[src/hw/rtl/pcxrle_pkg.sv]
package pcxrle_pkg;

    // run limit and code bytes of the pcx scheme
    localparam logic [5:0] C_RUN_MAX   = 6'd63;
    localparam logic [7:0] C_CNT_BASE  = 8'hC0;
    localparam logic [7:0] C_ESC_LIMIT = 8'hBF;
    localparam logic [7:0] C_FULL_RUN  = 8'hFF;
    localparam logic [7:0] C_ESC       = 8'hC1;

    // bytes one item may cause
    localparam int unsigned MAX_BYTES = 4;
    localparam int unsigned QUEUE_DEPTH = 2;

    // a pair of bytes from one run flush
    typedef struct packed {
        logic [1:0][7:0] bytes;
        logic [1:0]      num;
    } t_pair;

    // byte group handed from front to back
    typedef struct packed {
        logic [MAX_BYTES-1:0][7:0] bytes;
        logic [2:0]                num;
        logic                      line_done;
    } t_cmd;

    function automatic t_pair flush_run(input logic [7:0] colour, input logic [5:0] count);
        t_pair p;
        p = '0;
        if (count > 6'd1) begin
            p.bytes[0] = C_CNT_BASE | {2'b00, count};
            p.bytes[1] = colour;
            p.num      = 2'd2;
        end else if (count == 6'd1) begin
            if (colour > C_ESC_LIMIT) begin
                p.bytes[0] = C_ESC;
                p.bytes[1] = colour;
                p.num      = 2'd2;
            end else begin
                p.bytes[0] = colour;
                p.num      = 2'd1;
            end
        end
        return p;
    endfunction

endpackage

[src/hw/rtl/pcxrle_ifs.sv]
interface pcxrle_pix_if;
    logic       valid;
    logic       ready;
    logic [7:0] pixel;
    logic       end_of_line;

    modport source (output valid, output pixel, output end_of_line, input ready);
    modport sink (input valid, input pixel, input end_of_line, output ready);
endinterface

interface pcxrle_code_if;
    logic       valid;
    logic       ready;
    logic [7:0] out_byte;
    logic       line_done;
    logic       last;

    modport source (output valid, output out_byte, output line_done, output last, input ready);
    modport sink (input valid, input out_byte, input line_done, input last, output ready);
endinterface

[src/hw/rtl/pcxrle_front.sv]
module pcxrle_front (
    input  logic                 i_clk,
    input  logic                 i_rst_n,
    pcxrle_pix_if.sink           i_pix,
    input  logic                 i_full,
    output logic                 o_push,
    output pcxrle_pkg::t_cmd     o_cmd
);

    logic [7:0] r_colour, n_colour;
    logic [5:0] r_count, n_count;
    logic       r_line_start, n_line_start;

    logic              take;
    logic [5:0]        cnt_inc;
    logic [5:0]        mid_count;
    pcxrle_pkg::t_pair first_p;
    pcxrle_pkg::t_pair second_p;
    pcxrle_pkg::t_cmd  cmd;
    logic [2:0]        idx;

    assign i_pix.ready = !i_full;
    assign take        = i_pix.valid && !i_full;
    assign cnt_inc     = r_count + 6'd1;

    always_comb begin
        first_p      = '0;
        second_p     = '0;
        n_colour     = r_colour;
        mid_count    = r_count;
        cmd          = '0;
        idx          = '0;
        // run update for the incoming pixel
        if (r_line_start) begin
            n_colour  = i_pix.pixel;
            mid_count = 6'd1;
        end else if (i_pix.pixel == r_colour) begin
            if (cnt_inc == pcxrle_pkg::C_RUN_MAX) begin
                first_p.bytes[0] = pcxrle_pkg::C_FULL_RUN;
                first_p.bytes[1] = r_colour;
                first_p.num      = 2'd2;
                mid_count        = 6'd0;
            end else begin
                mid_count = cnt_inc;
            end
        end else begin
            first_p   = pcxrle_pkg::flush_run(r_colour, r_count);
            n_colour  = i_pix.pixel;
            mid_count = 6'd1;
        end
        // end of line flushes whatever is pending
        if (i_pix.end_of_line) begin
            second_p     = pcxrle_pkg::flush_run(n_colour, mid_count);
            n_count      = 6'd0;
            n_line_start = 1'b1;
        end else begin
            n_count      = mid_count;
            n_line_start = 1'b0;
        end
        cmd.bytes[0] = first_p.bytes[0];
        cmd.bytes[1] = first_p.bytes[1];
        for (int j = 0; j < 2; j++) begin
            idx = {1'b0, first_p.num} + 3'(j);
            if (2'(j) < second_p.num) begin
                cmd.bytes[idx[1:0]] = second_p.bytes[j];
            end
        end
        cmd.num       = {1'b0, first_p.num} + {1'b0, second_p.num};
        cmd.line_done = i_pix.end_of_line;
    end

    assign o_push = take && (cmd.num != 3'd0);
    assign o_cmd  = cmd;

    always_ff @(posedge i_clk) begin
        if (!i_rst_n) begin
            r_colour     <= '0;
            r_count      <= '0;
            r_line_start <= 1'b1;
        end else if (take) begin
            r_colour     <= n_colour;
            r_count      <= n_count;
            r_line_start <= n_line_start;
        end
    end

endmodule

[src/hw/rtl/pcxrle_queue.sv]
module pcxrle_queue #(
    parameter int unsigned DEPTH = pcxrle_pkg::QUEUE_DEPTH
) (
    input  logic                 i_clk,
    input  logic                 i_rst_n,
    input  logic                 i_push,
    input  pcxrle_pkg::t_cmd     i_cmd,
    output logic                 o_full,
    output logic                 o_head_valid,
    output pcxrle_pkg::t_cmd     o_head,
    input  logic                 i_pop
);

    localparam int unsigned PW = (DEPTH > 1) ? $clog2(DEPTH) : 1;
    localparam int unsigned CW = $clog2(DEPTH + 1);
    localparam logic [PW-1:0] LAST_SLOT = PW'(DEPTH - 1);

    pcxrle_pkg::t_cmd r_mem [DEPTH];
    logic [PW-1:0]    r_wr_ptr;
    logic [PW-1:0]    r_rd_ptr;
    logic [CW-1:0]    r_fill;

    logic do_pop;

    assign o_full       = (r_fill == CW'(DEPTH));
    assign o_head_valid = (r_fill != '0);
    assign o_head       = r_mem[r_rd_ptr];
    assign do_pop       = i_pop && o_head_valid;

    always_ff @(posedge i_clk) begin
        if (i_push) begin
            r_mem[r_wr_ptr] <= i_cmd;
        end
    end

    always_ff @(posedge i_clk) begin
        if (!i_rst_n) begin
            r_wr_ptr <= '0;
            r_rd_ptr <= '0;
            r_fill   <= '0;
        end else begin
            if (i_push) begin
                r_wr_ptr <= (r_wr_ptr == LAST_SLOT) ? '0 : r_wr_ptr + PW'(1);
            end
            if (do_pop) begin
                r_rd_ptr <= (r_rd_ptr == LAST_SLOT) ? '0 : r_rd_ptr + PW'(1);
            end
            if (i_push && !do_pop) begin
                r_fill <= r_fill + CW'(1);
            end else if (do_pop && !i_push) begin
                r_fill <= r_fill - CW'(1);
            end
        end
    end

endmodule

[src/hw/rtl/pcxrle_back.sv]
module pcxrle_back (
    input  logic                 i_clk,
    input  logic                 i_rst_n,
    input  logic                 i_head_valid,
    input  pcxrle_pkg::t_cmd     i_head,
    output logic                 o_pop,
    pcxrle_code_if.source        o_code
);

    logic [1:0] r_idx;
    logic       r_valid;
    logic [7:0] r_byte;
    logic       r_line_done;
    logic       r_last;

    logic load;
    logic is_last;

    assign load    = !r_valid || o_code.ready;
    assign is_last = ({1'b0, r_idx} + 3'd1) == i_head.num;
    assign o_pop   = load && i_head_valid && is_last;

    assign o_code.valid     = r_valid;
    assign o_code.out_byte  = r_byte;
    assign o_code.line_done = r_line_done;
    assign o_code.last      = r_last;

    always_ff @(posedge i_clk) begin
        if (!i_rst_n) begin
            r_idx   <= '0;
            r_valid <= 1'b0;
        end else if (load) begin
            r_valid <= i_head_valid;
            if (i_head_valid) begin
                r_idx <= is_last ? 2'd0 : r_idx + 2'd1;
            end
        end
    end

    always_ff @(posedge i_clk) begin
        if (load && i_head_valid) begin
            r_byte      <= i_head.bytes[r_idx];
            r_last      <= is_last;
            r_line_done <= is_last && i_head.line_done;
        end
    end

endmodule

[src/hw/rtl/pcx_scanline_rle_encoder_core.sv]
// channel   | dir | handshake     | payload
// ----------+-----+---------------+------------------------------------
// i_pix     | in  | valid / ready | pixel[7:0], end_of_line
// o_code    | out | valid / ready | out_byte[7:0], line_done, last
//
// one pixel item is taken per cycle while the byte queue has room; each item
// gives zero to four bytes, and the output register sends one byte per cycle while
// o_code is ready.
// first byte of an item passes through the queue and then the output register before it shows
// synchronous active-low reset clears run state, queue and output valid
// a stalled output holds its byte; the input stalls only when the queue is full
module pcx_scanline_rle_encoder_core #(
    parameter int unsigned QUEUE_DEPTH = pcxrle_pkg::QUEUE_DEPTH
) (
    input  logic          i_clk,
    input  logic          i_rst_n,
    pcxrle_pix_if.sink    i_pix,
    pcxrle_code_if.source o_code
);

    // front to queue
    logic             push;
    logic             full;
    pcxrle_pkg::t_cmd cmd;

    // queue to back
    logic             head_valid;
    pcxrle_pkg::t_cmd head;
    logic             pop;

    // front: keeps colour, run length and line start, turns each pixel into
    // a group of up to four code bytes; silent pixels push nothing
    pcxrle_front u_front (
        .i_clk   (i_clk),
        .i_rst_n (i_rst_n),
        .i_pix   (i_pix),
        .i_full  (full),
        .o_push  (push),
        .o_cmd   (cmd)
    );

    // short queue of byte groups so front and back stall on their own
    pcxrle_queue #(
        .DEPTH (QUEUE_DEPTH)
    ) u_queue (
        .i_clk        (i_clk),
        .i_rst_n      (i_rst_n),
        .i_push       (push),
        .i_cmd        (cmd),
        .o_full       (full),
        .o_head_valid (head_valid),
        .o_head       (head),
        .i_pop        (pop)
    );

    // back: walks the head group one byte a cycle, while o_code is ready, into the
    // output register, marking the group's last byte and the end of the scanline
    pcxrle_back u_back (
        .i_clk        (i_clk),
        .i_rst_n      (i_rst_n),
        .i_head_valid (head_valid),
        .i_head       (head),
        .o_pop        (pop),
        .o_code       (o_code)
    );

endmodule
[src/flat_wrapper.sv]
// flat-port wrapper written by rule: the top's interface ports become plain ports
module pcx_scanline_rle_encoder_core_flat 
#(
    parameter int unsigned QUEUE_DEPTH = pcxrle_pkg::QUEUE_DEPTH
)
  (i_clk, i_rst_n, i_pix_valid, i_pix_pixel, i_pix_end_of_line, i_pix_ready, o_code_valid, o_code_out_byte, o_code_line_done, o_code_last, o_code_ready);
  pcxrle_pix_if i_pix_i ();
  pcxrle_code_if o_code_i ();
  input  logic i_clk;
  input  logic i_rst_n;
  input wire logic [$bits(i_pix_i.valid)-1:0] i_pix_valid;
  input wire logic [$bits(i_pix_i.pixel)-1:0] i_pix_pixel;
  input wire logic [$bits(i_pix_i.end_of_line)-1:0] i_pix_end_of_line;
  output wire logic [$bits(i_pix_i.ready)-1:0] i_pix_ready;
  output wire logic [$bits(o_code_i.valid)-1:0] o_code_valid;
  output wire logic [$bits(o_code_i.out_byte)-1:0] o_code_out_byte;
  output wire logic [$bits(o_code_i.line_done)-1:0] o_code_line_done;
  output wire logic [$bits(o_code_i.last)-1:0] o_code_last;
  input wire logic [$bits(o_code_i.ready)-1:0] o_code_ready;
  assign i_pix_i.valid = i_pix_valid;
  assign i_pix_i.pixel = i_pix_pixel;
  assign i_pix_i.end_of_line = i_pix_end_of_line;
  assign i_pix_ready = i_pix_i.ready;
  assign o_code_valid = o_code_i.valid;
  assign o_code_out_byte = o_code_i.out_byte;
  assign o_code_line_done = o_code_i.line_done;
  assign o_code_last = o_code_i.last;
  assign o_code_i.ready = o_code_ready;
  pcx_scanline_rle_encoder_core #(.QUEUE_DEPTH(QUEUE_DEPTH)) u_core (.i_clk(i_clk), .i_rst_n(i_rst_n), .i_pix(i_pix_i), .o_code(o_code_i));
endmodule
[config.mk]
export PLATFORM = sky130hd
export DESIGN_NAME = pcx_scanline_rle_encoder_core_flat
export DESIGN_NICKNAME = d
export VERILOG_FILES = /design/src/hw/rtl/pcxrle_pkg.sv /design/src/hw/rtl/pcxrle_ifs.sv /design/src/hw/rtl/pcxrle_front.sv /design/src/hw/rtl/pcxrle_queue.sv /design/src/hw/rtl/pcxrle_back.sv /design/src/hw/rtl/pcx_scanline_rle_encoder_core.sv /design/src/flat_wrapper.sv
export SDC_FILE = /design/constraint.sdc
export NUM_CORES = 1
export LEC_CHECK = 0
export BUFFER_PORTS_ARGS = -buffer_cell sky130_fd_sc_hd__buf_2
export CORE_MARGIN = 2
export CORE_UTILIZATION = 65
export CTS_BUF_LIST = sky130_fd_sc_hd__clkbuf_2 sky130_fd_sc_hd__clkbuf_4 sky130_fd_sc_hd__clkbuf_8
export DETAILED_ROUTE_END_ITERATION = 8
export PLACE_DENSITY = 0.85
export SYNTH_ARGS = -nofsm -noshare
export SYNTH_HDL_FRONTEND = slang
export SYNTH_SLANG_ARGS = --single-unit
[constraint.sdc]
create_clock -name i_clk -period 8.75 [get_ports i_clk]
set_input_delay 1.75 -clock i_clk [delete_from_list [all_inputs] [get_ports i_clk]]
set_output_delay 1.75 -clock i_clk [all_outputs]
set_load 0.02 [all_outputs]
Yosys cells after proc, flatten, opt, wreduce, memory -nomap -nowiden
Memories as Yosys holds them, arrays and structs flattened. A register that Yosys moved wholly into a read port is not among the register bits.
Index checks and enable logic that the tools add are counted.
- bits in read-only memories: 0
- latch bits: 0
- output and inout port bits: 12
- logic and storage cells: 95
- bits in registers: 32
- memories kept: 1
- bits in writable memories: 72
- input port bits: 13
- memory list (memory ; words ; width ; rd ports ; clocked after Yosys merged registers in ; write ports ; RTL line ; text):
    u_core.u_queue.r_mem ; 2 ; 36 ; 1 ; 1 ; 1 ; pcxrle_queue.sv:18 ; pcxrle_pkg::t_cmd r_mem [DEPTH];
- shift operators: 0
- equal/unequal tests: 6
- bitwise operators: 0
- reduce and logical (&&, ||, !) cells: 19
- $lt $le $gt $ge: 11
- multiplexer cells: 38
- divide/modulo/power cells: 0
- add/subtract/negate cells: 9
- $mul: 0
- operator list (cell ; count):
    $mux W18 ; 8
    $bwmux W32 ; 2
    $mux W32 ; 2
    $mux W8 ; 7
    $demux W8 S2 ; 2
    $mux W6 ; 4
    $mux W10 ; 2
    $bmux W8 S2 ; 1
    $gt A8 B8 Y1 const B ; 2
    $eq A6 B1 Y1 const B ; 2
    $gt A6 B1 Y1 const B ; 2
    $logic_and A1 B1 Y1 ; 10
    $lt A2 B3 Y1 const B ; 3
    $eq A8 B8 Y1 ; 1
    $mux W1 ; 7
    $add A2 B1 Y2 const B ; 3
    $add A6 B1 Y6 const B ; 1
    $eq A6 B6 Y1 const B ; 1
    $mux W2 ; 3
    $ge A2 B1 Y1 const B ; 2
    $logic_not A1 Y1 ; 4
    $lt A1 B2 Y1 const A ; 2
    $reduce_bool A2 Y1 ; 2
    $add A2 B1 Y3 const B ; 1
    other kinds (8) ; 9

Logic depth before layout (Yosys ltp)
- depth in word-level cells: 16
- gate-level depth with buffers: 15
- gate-level depth less buffers: 14

Cells and area by module
From an unflattened synthesis, not the netlist that was laid out.
- cells, all modules: 428
- area total of the unflattened synthesis: 5358.9 um2
- modules (own cells, without submodules) (module ; area an instance (um2) ; sequential area each (um2) ; times used ; cells each):
    pcxrle_queue ; 2815.2 ; 2262.2 ; 1 ; 134
    pcxrle_front ; 1861.8 ; 300.3 ; 1 ; 254
    pcxrle_back ; 681.9 ; 360.3 ; 1 ; 40

Worst setup path before layout
No wires, ideal clock.
- kind: input to register
- start point: in i_pix_pixel[7]
- end point: mem u_core.u_queue.r_mem[0][0] (netlist bit), enable pin
- arrival: 5337 ps
- required time: 8319 ps
- slack: 2983 ps
- cell stages on the path: 11
- path buffers: 2
- library setup time: 431 ps
- cell sequence: buf_2 -> xnor2_1 -> nand4_1 -> nor3_1 -> o21ai_0 -> buf_2 -> and2_1 -> ha_1 -> fa_1 -> o31ai_1 -> nor2_1
- RTL lines (what ; RTL line ; text):
    from (decl) ; flat_wrapper.sv:12 ; input wire logic [$bits(i_pix_i.pixel)-1:0] i_pix_pixel;
    to (decl) ; pcxrle_queue.sv:18 ;

==> impl_metrics.ini <==
[status]
status = finished, final reports clean

[sta]
skew_ps = 15.12
fmax_mhz = 197.1
fin_crit_ps = 5074
tightest_slew_ps = 1039
finalHoldWorstSlack_ps = 531.8
grt_setup_unrepaired = false
slew-limit-headroom_pct = 30.57
hold_viol = 0
fin_crit_sh_pct = 57.98
drv_slew = 0
finalSetupTns_ps = 0
setup_violations = 0

[power_and_ir_drop]
switchingPower_uw = 374.5
ir_worst_vdd_uv = 131.1
p_int_uw = 880.9
power_frac_seq_pct = 52.3
p_sw_share_pct = 29.83
power_frac_comb_pct = 23.2
pwr-share-clk_pct = 24.5
p_leak_nw = 1.906
totalPowerFinal_mw = 1.255
powerDensity_nw_per_um2 = 225.8

[clocking]
cts_resized = 0
clk_pin_slew_ps = 100
cts_setup_buffers = 0
cts_root_buffer = clkbuf_8
cts_max_level = 3
cts_tree = yes
cts_buffers = 9
cts.sinks = 105
hold_buffers = 0
max-clock-path-buffers = 2
worstSkewPairLatency_ps = 370

[critical_path]
critPathLaunchType = primary input
end_kind = register
worst_path_max_delay_cell = fa_1
required_ps = 9040
crit_type = primary input to register
path_cells = buf_2, xnor2_1, nand4_1, nor3_1, o21ai_0, buf_4, and2_1, ha_1, fa_1, o31ai_1, inv_1, ha_1, or3_1, a21boi_0
cp_common_cell = ha_1
crit_fanout = 11
r2r_setup_slack_ps = 4430
cp_data_arrival_time_ps = 5360
cpPeakStageDelay_ps = 520

[floorplanning]
ioPinCount = 25
std_cell_rows = 32
start_util_pct = 67.20
core_um2 = 7727
fp.dieH_um = 93.38
dieArea_um2 = 8720
die_x_um = 93.38

[global_routing]
grt_pass1_wl_um = 17140
grt_pass1_vias = 3264
antenna_found_initial = 0
track_usage_pct = 26.12
grt_max_degree = 38
grt-ovfl-total = 0

[placement]
placed_area_um2 = 5351
placement.io_buffers = 24
place_hpwl_um = 7580
place.gp.congestion = 0.9955

[finish]
finalInstanceArea_um2 = 5559
drive_gt1_share_pct = 20.37
num_antenna_cells = 0
utilization_pct = 71.94
nNetsFinal = 443
syn2layout_area_growth_pct = 7.060

[detailed_routing]
vias_per_cell = 6.403
wirelength_um = 10640
drt-initial-drc-count = 326
wl_per_cell_um = 20.11
dr.pass1.iters = 5
vias = 3387
drc = 0
ant_nets = 0

[synth]
synth-adder-area-share_pct = 2.072
postSynthCellCount = 406
synth_mux_area_share_pct = 9.446
ys_types = 65
synthesis.area_um2 = 5192
avgSynthCellArea_um2 = 12.79
synth.net_count = 427
synth_ff_type = edfxtp_1
ys_ff_latch = 105
synth_xor_xnor_area_share_pct = 3.181
synth_top_family_by_area = simple AND/OR/NAND/NOR gates
synth_simple_gate_area_share_pct = 13.33
yosys_warnings = 0
synth_edf_count = 82
synth_compound_area_share_pct = 12.53
yosysSeqAreaShare_pct = 56.29
async_reset_ff_share_pct = 0

[worst_hold_path]
hold_class = register to register

[run]
max_cap_viol_count = 0
[cells in the mapped netlist, types with 7 or more instances]
| library cell | number | share of area [%] |
|---|---|---|
| mux4_2 | 16 | 6.9 |
| and3_1 | 8 | 0.96 |
| dfxtp_1 | 23 | 8.9 |
| and2_1 | 13 | 1.6 |
| o21ai_0 | 13 | 1.3 |
| nor2_1 | 14 | 1.0 |
| o211ai_1 | 7 | 1.0 |
| buf_2 | 7 | 0.67 |
| inv_1 | 12 | 0.87 |
| edfxtp_1 | 82 | 47 |
| nand3_1 | 7 | 0.67 |
| ha_1 | 7 | 1.7 |
| a21oi_1 | 9 | 0.87 |
| clkbuf_1 | 9 | 0.65 |
| xnor2_1 | 14 | 2.4 |
| a21boi_0 | 13 | 1.9 |
| mux2_2 | 8 | 1.7 |
| o22ai_1 | 7 | 0.84 |
| nand2_1 | 43 | 3.1 |
[cell type report]
type | instances | area (µm²)
sequential | 105 | 2923
fill | 531 | 2168
multi-input combinational | 267 | 2113
timing repair buffer | 27 | 142.6
clock buffer | 10 | 131.4
tap | 102 | 127.6
clock inverter | 6 | 76.32
inverter | 12 | 45.04
[state kept, by name, indices dropped and copies added, names as in the netlist, named ones only]
signal and count:
u_core.u_front.r_colour 8, u_core.u_queue.r_rd_ptr 1, u_core.u_front.r_count 6, u_core.u_back.o_code.line_done 1
u_core.u_queue.r_fill 2, u_core.u_back.o_code.last 1, u_core.u_front.r_line_start 1, u_core.u_queue.r_mem 72
u_core.u_back.o_code.out_byte 8, u_core.u_queue.r_wr_ptr 1, u_core.u_back.r_idx 2, u_core.u_back.o_code.valid 1
[power by group through the flow]
| stage | clock [mW] | combinational [mW] | sequential (mW) |
|---|---|---|---|
| 2_1_floorplan | 0 | 0.209 | 0.672 |
| 3_3_place_gp | 0 | 0.284 | 0.667 |
| 3_5_place_dp | 0 | 0.293 | 0.669 |
| 4_1_cts | 0.312 | 0.294 | 0.657 |
| 5_1_grt | 0.330 | 0.318 | 0.665 |
| 6_report | 0.308 | 0.291 | 0.657 |
[layer usage]
| layer | share of wire (%) | track usage [%] |
|---|---|---|
| met3 | 7.8 | 5.479 |
| met4 | 0.92 | 6.985 |
| met1 | 43 | 37.03 |
| met5 | 0 | 0 |
| met2 | 48 | 41.55 |
[kinds of logic (layout without fill, tap and decap cells)]
kind of cell | after synthesis | after routing
buf+inv | 34 | 55
mux | 28 | 28
fa+ha+maj | 8 | 8
simple gates | 126 | 126
xor+xnor | 18 | 18
flops | 105 | 105
compound gates | 87 | 87
[critical path, delay by kind of cell]
| kind | cells | cell delay (ps) |
|---|---|---|
| and+or+nand+nor | 4 | 1070 |
| buffers and inverters | 3 | 460 |
| xor gates and xnor gates | 1 | 200 |
| adders and majority gates | 3 | 1040 |
| AOI/OAI and AO/OA | 3 | 820 |
[metrics by stage]
stage	setup slack [ps]	cells
after CTS	3713	529
after global routing	3463	529
after floorplan	2983	406
after global placement	3408	513
after detailed placement	3339	513
final	3676	529
[path summary, 6_finish.rpt]
| check | start | to | cells after the start |
|---|---|---|---|
| worst min-delay path | u_core.u_front.r_colour[2]$_SDFFE_PN0P_ | u_core.u_front.r_colour[2]$_SDFFE_PN0P_ | 2 |
| worst min register to register | u_core.u_front.r_colour[2]$_SDFFE_PN0P_ | u_core.u_front.r_colour[2]$_SDFFE_PN0P_ | 2 |
| worst max register to register | u_core.u_front.r_count[0]$_SDFFE_PN0P_ | u_core.u_queue.r_fill[1]$_SDFFE_PN0P_ | 14 |
| worst max-delay path | i_pix_pixel[0] | u_core.u_queue.r_fill[1]$_SDFFE_PN0P_ | 14 |
[placed cells by master, fill, tap and decap left out, types with 12 or more instances in the layout]
cell | netlist | layout
mux4_2 | 16 | 16
buf_2 | 7 | 24
nor2_1 | 14 | 13
inv_1 | 12 | 12
xnor2_1 | 14 | 14
and2_1 | 13 | 13
a21boi_0 | 13 | 13
nand2_1 | 43 | 43
dfxtp_1 | 23 | 23
edfxtp_1 | 82 | 82
o21ai_0 | 13 | 13
Note: power is estimated with default switching activity, not from simulation.
